<file path="src/rtl/lfsa_pkg.sv">
// Shared types and constants for the lowest free server allocator.
// Used by lfsa_ctrl, lfsa_datapath and lowest_free_server_allocator_unit.
`timescale 1ns / 1ps

package lfsa_pkg;

  // Widths of the item fields and of the stored tables
  localparam int RoomW  = 5;
  localparam int StartW = 32;
  localparam int EndW   = 48;
  localparam int UseW   = 32;
  localparam int SrvW   = 4;

  // Built server count, and the server count after reset
  localparam int MaxServersDefault = 16;
  localparam logic [RoomW-1:0] RoomReset = RoomW'(16);

  // Input transaction payload
  typedef struct packed {
    logic              first;
    logic [StartW-1:0] start_time;
    logic [StartW-1:0] stop_time;
  } lfsa_in_t;

  // Output transaction payload
  typedef struct packed {
    logic [SrvW-1:0] server;
    logic [EndW-1:0] actual_start;
    logic [SrvW-1:0] busiest_server;
    logic            bad_input;
  } lfsa_out_t;

  // Commands from the controller to the datapath
  typedef struct packed {
    logic load;    // latch the job, clear tables on first, restart scan
    logic step;    // read the next server entry
    logic commit;  // write back the chosen server and load the result
  } lfsa_cmd_t;

  // Status from the datapath to the controller
  typedef struct packed {
    logic scan_last;  // the current read address is the last server in use
    logic out_free;   // the result register can take a new transaction
  } lfsa_sts_t;

endpackage

</file>
<file path="src/rtl/lfsa_ctrl.sv">
// Controller state machine of the lowest free server allocator.
// Depends on lfsa_pkg for the command and status structs.
`timescale 1ns / 1ps

module lfsa_ctrl (
  input  logic              clk_i,
  input  logic              rst_ni,
  input  logic              in_valid_i,
  output logic              in_ready_o,
  input  lfsa_pkg::lfsa_sts_t sts_i,
  output lfsa_pkg::lfsa_cmd_t cmd_o
);

  typedef enum logic [3:0] {
    S_IDLE   = 4'b0001,
    S_SCAN   = 4'b0010,
    S_WAIT   = 4'b0100,
    S_COMMIT = 4'b1000
  } state_e;

  state_e state_q, state_d;

  // Sequence one job: accept, scan the servers, drain the last read, commit
  always_comb begin
    state_d     = state_q;
    cmd_o       = '0;
    in_ready_o  = 1'b0;
    unique case (state_q)
      S_IDLE: begin
        in_ready_o = 1'b1;
        if (in_valid_i) begin
          cmd_o.load = 1'b1;
          state_d    = S_SCAN;
        end
      end
      S_SCAN: begin
        cmd_o.step = 1'b1;
        if (sts_i.scan_last) begin
          state_d = S_WAIT;
        end
      end
      S_WAIT: begin
        state_d = S_COMMIT;
      end
      S_COMMIT: begin
        if (sts_i.out_free) begin
          cmd_o.commit = 1'b1;
          state_d      = S_IDLE;
        end
      end
      default: begin
        state_d = S_IDLE;
      end
    endcase
  end

  // Hold the state
  always_ff @(posedge clk_i or negedge rst_ni) begin
    if (!rst_ni) begin
      state_q <= S_IDLE;
    end else begin
      state_q <= state_d;
    end
  end

`ifndef SYNTHESIS
  // An accepted transaction always starts a scan
  a_load_scans: assert property (@(posedge clk_i) disable iff (!rst_ni)
    cmd_o.load |=> state_q == S_SCAN)
    else $error("accepted job did not start a scan");

  // A commit only happens when the result register has room
  a_commit_room: assert property (@(posedge clk_i) disable iff (!rst_ni)
    cmd_o.commit |-> sts_i.out_free)
    else $error("commit while result register is full");

  // The state register always holds exactly one state
  a_state_onehot: assert property (@(posedge clk_i) disable iff (!rst_ni)
    $onehot(state_q))
    else $error("state register is not one-hot");
`endif

endmodule

</file>
<file path="src/rtl/lfsa_datapath.sv">
// Datapath of the lowest free server allocator: server tables, scan trackers,
// write-back and result register. Depends on lfsa_pkg.
`timescale 1ns / 1ps

module lfsa_datapath #(
  parameter int MAX_SERVERS = lfsa_pkg::MaxServersDefault
) (
  input  logic                           clk_i,
  input  logic                           rst_ni,
  input  lfsa_pkg::lfsa_in_t             in_data_i,
  input  logic                           cfg_valid_i,
  input  logic [lfsa_pkg::RoomW-1:0]     cfg_data_i,
  input  lfsa_pkg::lfsa_cmd_t            cmd_i,
  output lfsa_pkg::lfsa_sts_t            sts_o,
  output logic                           out_valid_o,
  input  logic                           out_ready_i,
  output lfsa_pkg::lfsa_out_t            out_data_o
);

  localparam int IdxW = (MAX_SERVERS > 1) ? $clog2(MAX_SERVERS) : 1;
  localparam int CmpW = (lfsa_pkg::RoomW > IdxW + 1) ? lfsa_pkg::RoomW : IdxW + 1;
  localparam int EndW = lfsa_pkg::EndW;
  localparam int UseW = lfsa_pkg::UseW;
  localparam int StW  = lfsa_pkg::StartW;
  localparam int SrvW = lfsa_pkg::SrvW;
  localparam logic [CmpW-1:0] MaxC = CmpW'(MAX_SERVERS);

  // Configuration and job registers
  logic [lfsa_pkg::RoomW-1:0] room_q;
  lfsa_pkg::lfsa_in_t         item_q;
  logic                       bad_q;
  logic [StW-1:0]             prev_q;

  // Server tables with per-entry valid bits
  logic [EndW-1:0]        end_mem  [MAX_SERVERS];
  logic [UseW-1:0]        uses_mem [MAX_SERVERS];
  logic [MAX_SERVERS-1:0] ok_q;

  // Scan address and registered read
  logic [IdxW-1:0] addr_q, last_idx, rd_idx_q;
  logic            rd_vld_q, rd_ok_q;
  logic [EndW-1:0] rd_end_q;
  logic [UseW-1:0] rd_uses_q;

  // Scan trackers: first free, earliest end, most used
  logic            found_q;
  logic [IdxW-1:0] fidx_q, midx_q, bidx_q;
  logic [UseW-1:0] fuse_q, muse_q, best_q;
  logic [EndW-1:0] min_q;

  logic [CmpW-1:0] room_ext;
  logic [EndW-1:0] rd_end, st_ext, act, fin;
  logic [UseW-1:0] rd_uses, puse, newuse;
  logic [IdxW-1:0] pick, busy;
  logic [EndW:0]   sum;
  logic [StW-1:0]  dur, prev_eff;
  logic [IdxW+SrvW-1:0] pick_ext, busy_ext;
  logic            out_valid_q;
  lfsa_pkg::lfsa_out_t out_q;

  // Clamp the server count to 1..MAX_SERVERS and form the last index
  always_comb begin
    room_ext = CmpW'(room_q);
    if (room_ext == '0) begin
      last_idx = '0;
    end else if (room_ext > MaxC) begin
      last_idx = IdxW'(MAX_SERVERS - 1);
    end else begin
      last_idx = IdxW'(room_ext - CmpW'(1));
    end
  end

  assign sts_o = '{scan_last: (addr_q == last_idx),
                   out_free:  (!out_valid_q || out_ready_i)};

  // Take the configuration register
  always_ff @(posedge clk_i or negedge rst_ni) begin
    if (!rst_ni) begin
      room_q <= lfsa_pkg::RoomReset;
    end else if (cfg_valid_i) begin
      room_q <= cfg_data_i;
    end
  end

  // Latch the job and check its order and duration
  assign prev_eff = in_data_i.first ? '0 : prev_q;

  always_ff @(posedge clk_i) begin
    if (cmd_i.load) begin
      item_q <= in_data_i;
      bad_q  <= (in_data_i.stop_time <= in_data_i.start_time) ||
                (in_data_i.start_time < prev_eff);
    end
  end

  // Pick the server and form the write-back values
  assign st_ext = EndW'(item_q.start_time);
  assign pick   = found_q ? fidx_q : midx_q;
  assign act    = found_q ? st_ext : min_q;
  assign puse   = found_q ? fuse_q : muse_q;
  assign dur    = item_q.stop_time - item_q.start_time;
  assign sum    = {1'b0, act} + (EndW + 1)'(dur);
  assign fin    = sum[EndW] ? '1 : sum[EndW-1:0];
  assign newuse = (puse == '1) ? puse : puse + UseW'(1);

  // Fold the chosen server's new count into the busiest server
  always_comb begin
    busy = bidx_q;
    if (!bad_q) begin
      if ((newuse > best_q) || ((newuse == best_q) && (pick < bidx_q))) begin
        busy = pick;
      end
    end
  end

  assign pick_ext = {{SrvW{1'b0}}, pick};
  assign busy_ext = {{SrvW{1'b0}}, busy};

  // Hold the previous start and the valid bits
  always_ff @(posedge clk_i or negedge rst_ni) begin
    if (!rst_ni) begin
      prev_q <= '0;
      ok_q   <= '0;
    end else if (cmd_i.load) begin
      if (in_data_i.first) begin
        prev_q <= '0;
        ok_q   <= '0;
      end
    end else if (cmd_i.commit && !bad_q) begin
      prev_q       <= item_q.start_time;
      ok_q[pick]   <= 1'b1;
    end
  end

  // Write back the chosen server and read the scan address
  always_ff @(posedge clk_i) begin
    if (cmd_i.commit && !bad_q) begin
      end_mem[pick]  <= fin;
      uses_mem[pick] <= newuse;
    end
    rd_end_q  <= end_mem[addr_q];
    rd_uses_q <= uses_mem[addr_q];
    rd_ok_q   <= ok_q[addr_q];
    rd_idx_q  <= addr_q;
  end

  // Advance the scan address
  always_ff @(posedge clk_i or negedge rst_ni) begin
    if (!rst_ni) begin
      addr_q   <= '0;
      rd_vld_q <= 1'b0;
      found_q  <= 1'b0;
    end else begin
      rd_vld_q <= cmd_i.step;
      if (cmd_i.load) begin
        addr_q  <= '0;
        found_q <= 1'b0;
      end else begin
        if (cmd_i.step) begin
          addr_q <= addr_q + IdxW'(1);
        end
        if (rd_vld_q && !found_q && (rd_end <= st_ext)) begin
          found_q <= 1'b1;
        end
      end
    end
  end

  // Entries not written since the last clear read as zero
  assign rd_end  = rd_ok_q ? rd_end_q  : '0;
  assign rd_uses = rd_ok_q ? rd_uses_q : '0;

  // Update the trackers as read data arrives
  always_ff @(posedge clk_i) begin
    if (rd_vld_q) begin
      if (!found_q && (rd_end <= st_ext)) begin
        fidx_q <= rd_idx_q;
        fuse_q <= rd_uses;
      end
      if ((rd_idx_q == '0) || (rd_end < min_q)) begin
        min_q  <= rd_end;
        midx_q <= rd_idx_q;
        muse_q <= rd_uses;
      end
      if ((rd_idx_q == '0) || (rd_uses > best_q)) begin
        best_q <= rd_uses;
        bidx_q <= rd_idx_q;
      end
    end
  end

  // Load and drain the result register
  always_ff @(posedge clk_i or negedge rst_ni) begin
    if (!rst_ni) begin
      out_valid_q <= 1'b0;
    end else if (cmd_i.commit) begin
      out_valid_q <= 1'b1;
    end else if (out_ready_i) begin
      out_valid_q <= 1'b0;
    end
  end

  always_ff @(posedge clk_i) begin
    if (cmd_i.commit) begin
      out_q.server         <= bad_q ? '0 : pick_ext[SrvW-1:0];
      out_q.actual_start   <= bad_q ? '0 : act;
      out_q.busiest_server <= busy_ext[SrvW-1:0];
      out_q.bad_input      <= bad_q;
    end
  end

  assign out_valid_o = out_valid_q;
  assign out_data_o  = out_q;

`ifndef SYNTHESIS
  // The scan never reads beyond the servers in use
  a_scan_bound: assert property (@(posedge clk_i) disable iff (!rst_ni)
    cmd_i.step |-> addr_q <= last_idx)
    else $error("scan address beyond server count");

  // A commit always presents a result on the next cycle
  a_commit_out: assert property (@(posedge clk_i) disable iff (!rst_ni)
    cmd_i.commit |=> out_valid_q)
    else $error("commit did not present a result");

  // A rejected job reports server zero at time zero
  a_bad_zero: assert property (@(posedge clk_i) disable iff (!rst_ni)
    out_valid_q && out_q.bad_input |-> (out_q.server == '0) && (out_q.actual_start == '0))
    else $error("rejected job carries a server or start time");
`endif

endmodule

</file>
<file path="src/rtl/lowest_free_server_allocator_unit.sv">
// Top level of the lowest free server allocator.
// Instantiates lfsa_ctrl and lfsa_datapath; depends on lfsa_pkg.
//
//   Channel  Dir  Handshake               Payload
//   in       in   in_valid_i/in_ready_o   lfsa_in_t  (first, start_time, stop_time)
//   out      out  out_valid_o/out_ready_i lfsa_out_t (server, actual_start, busiest, bad)
//   cfg      in   cfg_valid_i/cfg_ready_o room_count, 5 bits
//
// After acceptance a job passes through S_SCAN over the servers in use, S_WAIT
// and S_COMMIT, and its result is registered; the next job is taken after the
// commit. The scan reads one table entry per cycle via a single memory read port.
// Reset clears the table valid bits and sets room_count to 16. A stalled result
// holds in the output register; the next job is accepted meanwhile and waits at commit.
`timescale 1ns / 1ps

module lowest_free_server_allocator_unit #(
  parameter int MAX_SERVERS = lfsa_pkg::MaxServersDefault
) (
  input  logic                       clk_i,
  input  logic                       rst_ni,
  input  logic                       in_valid_i,
  output logic                       in_ready_o,
  input  lfsa_pkg::lfsa_in_t         in_data_i,
  output logic                       out_valid_o,
  input  logic                       out_ready_i,
  output lfsa_pkg::lfsa_out_t        out_data_o,
  input  logic                       cfg_valid_i,
  output logic                       cfg_ready_o,
  input  logic [lfsa_pkg::RoomW-1:0] cfg_data_i
);

  lfsa_pkg::lfsa_cmd_t cmd;
  lfsa_pkg::lfsa_sts_t sts;

  // Configuration writes land at once
  assign cfg_ready_o = 1'b1;

  lfsa_ctrl u_ctrl (
    .clk_i      (clk_i),
    .rst_ni     (rst_ni),
    .in_valid_i (in_valid_i),
    .in_ready_o (in_ready_o),
    .sts_i      (sts),
    .cmd_o      (cmd)
  );

  lfsa_datapath #(
    .MAX_SERVERS (MAX_SERVERS)
  ) u_datapath (
    .clk_i       (clk_i),
    .rst_ni      (rst_ni),
    .in_data_i   (in_data_i),
    .cfg_valid_i (cfg_valid_i),
    .cfg_data_i  (cfg_data_i),
    .cmd_i       (cmd),
    .sts_o       (sts),
    .out_valid_o (out_valid_o),
    .out_ready_i (out_ready_i),
    .out_data_o  (out_data_o)
  );

endmodule
</file>
<file path="config.mk">
export PLATFORM = sky130hd
export DESIGN_NAME = lowest_free_server_allocator_unit
export DESIGN_NICKNAME = d
export VERILOG_FILES = /design/src/rtl/lfsa_pkg.sv /design/src/rtl/lfsa_ctrl.sv /design/src/rtl/lfsa_datapath.sv /design/src/rtl/lowest_free_server_allocator_unit.sv
export SDC_FILE = /design/constraint.sdc
export NUM_CORES = 2
export LEC_CHECK = 0
export BUFFER_PORTS_ARGS = -buffer_cell sky130_fd_sc_hd__buf_4
export CAP_MARGIN = 40
export CORE_MARGIN = 2
export CORE_UTILIZATION = 55
export DETAILED_ROUTE_END_ITERATION = 8
export HOLD_SLACK_MARGIN = 0.08
export PLACE_DENSITY_LB_ADDON = 0.08
export SLEW_MARGIN = 10
export SYNTH_ARGS = -nofsm -noshare
export SYNTH_HDL_FRONTEND = slang
export SYNTH_SLANG_ARGS = --single-unit
export TNS_END_PERCENT = 1
</file>
<file path="constraint.sdc">
create_clock -name clk_i -period 8.6 [get_ports clk_i]
set_input_delay 0 -clock clk_i [delete_from_list [all_inputs] [get_ports clk_i]]
set_output_delay 0 -clock clk_i [all_outputs]
set_load 0.03 [all_outputs]
</file>
==> impl_metrics.env <==
export IMPL_worst_ir_drop_on_vdd_v=0.000223
export IMPL_met2_usage_pct=41.9
export IMPL_finClkSkew_ns=0.0228
export IMPL_number_of_warnings_printed_during_yosys_synthesis=0
export IMPL_fillers=9229
export IMPL_min_period_over_period_pct=74.4
export IMPL_final_min_clock_period_ns=6.40
export IMPL_power_switching_share_pct=31.2
export IMPL_hold_worst_slack_ns=0.264
export IMPL_path_max_fanout=34
export IMPL_die_h_um=367
export IMPL_power_density_mw_per_mm2=331
export IMPL_critPathLaunchType="flop"
export IMPL_regToRegStartpoint="u_datapath.item_q[32]"
export IMPL_hold_depth=4
export IMPL_postPlaceCellArea_mm2=0.0765
export IMPL_post_dp_hpwl_mm=109
export IMPL_row_count=133
export IMPL_place_detailed_instances=5934
export IMPL_drt_total_wl_mm=185
export IMPL_r2r_slack_ns=2.20
export IMPL_area_growth_syn_to_layout_pct=15.7
export IMPL_async_flop_share_pct=3.75
export IMPL_layout_drive_gt1_share_pct=21.2
export IMPL_global_route_usage_total_pct=27.7
export IMPL_endpoint_of_the_lowest_slack_register_to_register_path="u_datapath.end_mem[14][30]"
export IMPL_setup_repair_after_global_routing_missed_its_margin="no"
export IMPL_rr_worst_depth=18
export IMPL_synthesis_area_per_instance_um2=17.8
export IMPL_worst_ep_arrival_time_ns=6.86
export IMPL_max_slew_worst_pin_slew_ns=0.986
export IMPL_vias=39800
export IMPL_synthesis_instances=4082
export IMPL_yosysSeqAreaShare_pct=69.1
export IMPL_clock_insertion_delay_worst_skew_ns=0.81
export IMPL_final_max_slew_viol_count=0
export IMPL_grt_use_met1_pct=41.0
export IMPL_timing_final_setup_violations=0
export IMPL_floorplan_initialDensity_pct=55.3
export IMPL_totalNegativeSetupSlack_ns=0
export IMPL_num_nets_final=4864
export IMPL_synth_top_flop_cell="sky130_fd_sc_hd__edfxtp_1"
export IMPL_vias_in_the_first_global_route=39600
export IMPL_port_buffers=133
export IMPL_viasPerCell=6.20
export IMPL_drc_errors=0
export IMPL_clock_sink_count=1707
export IMPL_io_pins=135
export IMPL_maximum_number_of_pins_on_one_net_before_global_route_repair=117
export IMPL_power_sequential_fraction_pct=43.9
export IMPL_ant_nets=0
export IMPL_min_delay_start="in_valid_i"
export IMPL_p_sw_mw=8.67
export IMPL_fp_dieArea_mm2=0.135
export IMPL_chipWidth_um=367
export IMPL_p_int_mw=19.1
export IMPL_placeableCoreArea_mm2=0.131
export IMPL_synth_enable_flop_cells=1558
export IMPL_worst_setup_path_type="flop to flop"
export IMPL_drv_cap=0
export IMPL_holdPathEnd="u_ctrl.state_q[1]"
export IMPL_timing_critical_path_required_ns=9.06
export IMPL_drt_first_pass_iters=5
export IMPL_layout_cells_most_common_list="sky130_fd_sc_hd__edfxtp_1, sky130_fd_sc_hd__mux4_2, sky130_fd_sc_hd__ha_1"
export IMPL_synth_fp_nets=4434
export IMPL_slew_headroom_pct=33.9
export IMPL_grt_antenna_before_repair=13
export IMPL_synth_cell_types=88
export IMPL_syn_cell_area_mm2=0.0725
export IMPL_finalHoldViolCount=0
export IMPL_cts_buffers_inserted=175
export IMPL_cts_root_buf="sky130_fd_sc_hd__clkbuf_16"
export IMPL_gr_max_usage_layer="met2"
export IMPL_gp_congestion=0.921
export IMPL_cts_htree_levels=4
export IMPL_grtUsageMet3_pct=6.24
export IMPL_ys_seq_elements=1707
export IMPL_tritoncts="done"
export IMPL_reported_leakage_power_nw=29.3
export IMPL_drt_wirelength_per_cell_um=28.8
export IMPL_initialDrtViolationCount=4111
export IMPL_min_path_type="primary input to flop"
export IMPL_clock_path_buffers=3
export IMPL_outcome="finished, final reports clean"
export IMPL_clock_network_fraction_of_total_power_pct=27.3
export IMPL_layout_commonest_cell="sky130_fd_sc_hd__edfxtp_1"
export IMPL_share_comb_of_total_power_pct=28.8
export IMPL_grt_pass1_wl_mm=269
export IMPL_final_cell_count_no_fill=6422
export IMPL_globalRoute_totalOverflow=0
export IMPL_setup_worst_path_end_class="flop"
export IMPL_finish_instance_area_mm2=0.0839
export IMPL_clk_pin_slew_ns=0.06
export IMPL_fmax_mhz=156
export IMPL_post_cts_sizing=0
==> cell usage after synthesis, drive strengths merged, types with 4 or more instances <==
library cell / count / area share (%)
a221oi: 5 / 0.060
nor4: 14 / 0.14
o211ai: 18 / 0.19
nand2b: 53 / 0.46
o31ai: 5 / 0.052
a211o: 8 / 0.097
dfxtp: 85 / 2.3
a22o: 33 / 0.40
dfrtp: 62 / 2.1
a2111oi: 4 / 0.048
nor2: 104 / 0.54
nand3: 52 / 0.36
clkbuf: 110 / 0.57
xnor2: 45 / 0.54
nor3: 42 / 0.30
and3: 12 / 0.11
a31oi: 5 / 0.043
mux4: 405 / 13
xor2: 45 / 0.54
nand3b: 15 / 0.17
mux2: 11 / 0.17
nand4: 55 / 0.47
a211oi: 19 / 0.22
or3: 6 / 0.052
nand2: 151 / 0.78
mux2i: 40 / 0.55
buf: 47 / 0.30
ha: 275 / 4.7
a21oi: 126 / 0.87
nor2b: 51 / 0.45
inv: 178 / 0.92
edfxtp: 1558 / 65
o221ai: 5 / 0.060
a21o: 118 / 1.2
and4: 4 / 0.048
and2: 87 / 0.75
a21boi: 8 / 0.088
o21ai: 118 / 0.81
o21a: 37 / 0.38
or4: 6 / 0.062
o21bai: 8 / 0.083
==> per-stage QoR <==
| step | util [%] | worst slack, ns | power (mW) |
|---|---|---|---|
| 2_1_floorplan | - | 0.0509 | 17.6 |
| 3_3_place_gp | 58.0 | 2.32 | 20.0 |
| 3_5_place_dp | 58.3 | 2.27 | 20.2 |
| 4_1_cts | 63.9 | 2.23 | 27.9 |
| 5_1_grt | 63.9 | 1.79 | 29.0 |
| 6_report | 63.9 | 2.20 | 27.8 |
==> routing by layer <==
metal,part of all wire (%),routed length (um),up-vias
li1,-,-,17200
met1,43,79700,20700
met2,46,85600,1575
met3,8.2,15200,279
met4,2.3,4340,21
met5,0.12,222,-
==> power by group through the flow <==
| stage | Clock [mW] | Sequential (mW) | Combinational [mW] |
|---|---|---|---|
| 2_1_floorplan | 0 | 12.2 | 5.45 |
| 3_3_place_gp | 0 | 12.4 | 7.65 |
| 3_5_place_dp | 0 | 12.4 | 7.89 |
| 4_1_cts | 7.71 | 12.2 | 7.98 |
| 5_1_grt | 8.02 | 12.2 | 8.73 |
| 6_report | 7.57 | 12.2 | 8.00 |
==> kinds of logic after synthesis <==
kind of cell,count (synthesis),share of synthesized area (%)
compound gates,546,5.00
xor+xnor,90,1.09
fa+ha+maj,278,4.81
buf+inv,336,1.79
flops,1707,69.1
mux,456,13.3
other cells,1,0.00517
simple gates,668,4.90
==> state kept, by name, summed over array words and instances, names as in the netlist, 48 cells and up <==
register	cells
u_datapath.item_q	64
u_datapath.out_data_o	57
u_datapath.min_q	48
u_datapath.end_mem	768
u_datapath.uses_mem	512
u_datapath.rd_end_q	48
==> final cells by class <==
class | instances | area [um^2] | area share (%)
flip-flops and latches | 1707 | 50100 | 59.8
multi-input cells | 2039 | 21300 | 25.4
clock buffers | 235 | 4900 | 5.84
repair buffers | 410 | 3790 | 4.53
well taps | 1755 | 2200 | 2.62
clock inverters | 95 | 896 | 1.07
inverters | 179 | 673 | 0.803
diodes | 2 | 5.00 | 0.00597
==> worst max path at each step <==
stage	start	endpoint	slack (ns)
2_1_floorplan	u_datapath.rd_ok_q	u_datapath.midx_q[0]	0.05
3_3_place_gp	u_datapath.item_q[32]	u_datapath.end_mem[6][30]	2.32
3_5_place_dp	u_datapath.item_q[32]	u_datapath.end_mem[7][30]	2.27
4_1_cts	u_datapath.item_q[32]	u_datapath.end_mem[14][30]	2.23
5_1_grt	u_datapath.item_q[32]	u_datapath.end_mem[14][30]	1.79
6_report	u_datapath.item_q[32]	u_datapath.end_mem[14][30]	2.20
==> critical path: stages (launching register included) <==
cell and delay, ns:
sky130_fd_sc_hd__edfxtp_1 0.45, sky130_fd_sc_hd__ha_1 0.25, sky130_fd_sc_hd__fa_1 0.41, sky130_fd_sc_hd__nor2b_1 0.13
sky130_fd_sc_hd__o21ai_0 0.11, sky130_fd_sc_hd__a21oi_1 0.27, sky130_fd_sc_hd__o21ai_0 0.25, sky130_fd_sc_hd__o21ai_0 0.43
sky130_fd_sc_hd__a41o_1 0.23, sky130_fd_sc_hd__a21oi_1 0.08, sky130_fd_sc_hd__xnor2_1 0.15, sky130_fd_sc_hd__ha_1 0.44
sky130_fd_sc_hd__nand2_1 0.17, sky130_fd_sc_hd__or4_1 0.53, sky130_fd_sc_hd__a211o_1 0.34, sky130_fd_sc_hd__a211oi_4 0.53
sky130_fd_sc_hd__o211ai_1 0.24, sky130_fd_sc_hd__buf_4 0.39, sky130_fd_sc_hd__o21ai_1 0.63
==> what timing repair did <==
action                    4_1_cts  5_1_grt
hold endpoints to repair      175        0
buffers inserted                0        0
hold buffers                  154        0
No activity file was read; power rests on OpenSTA's default activity.
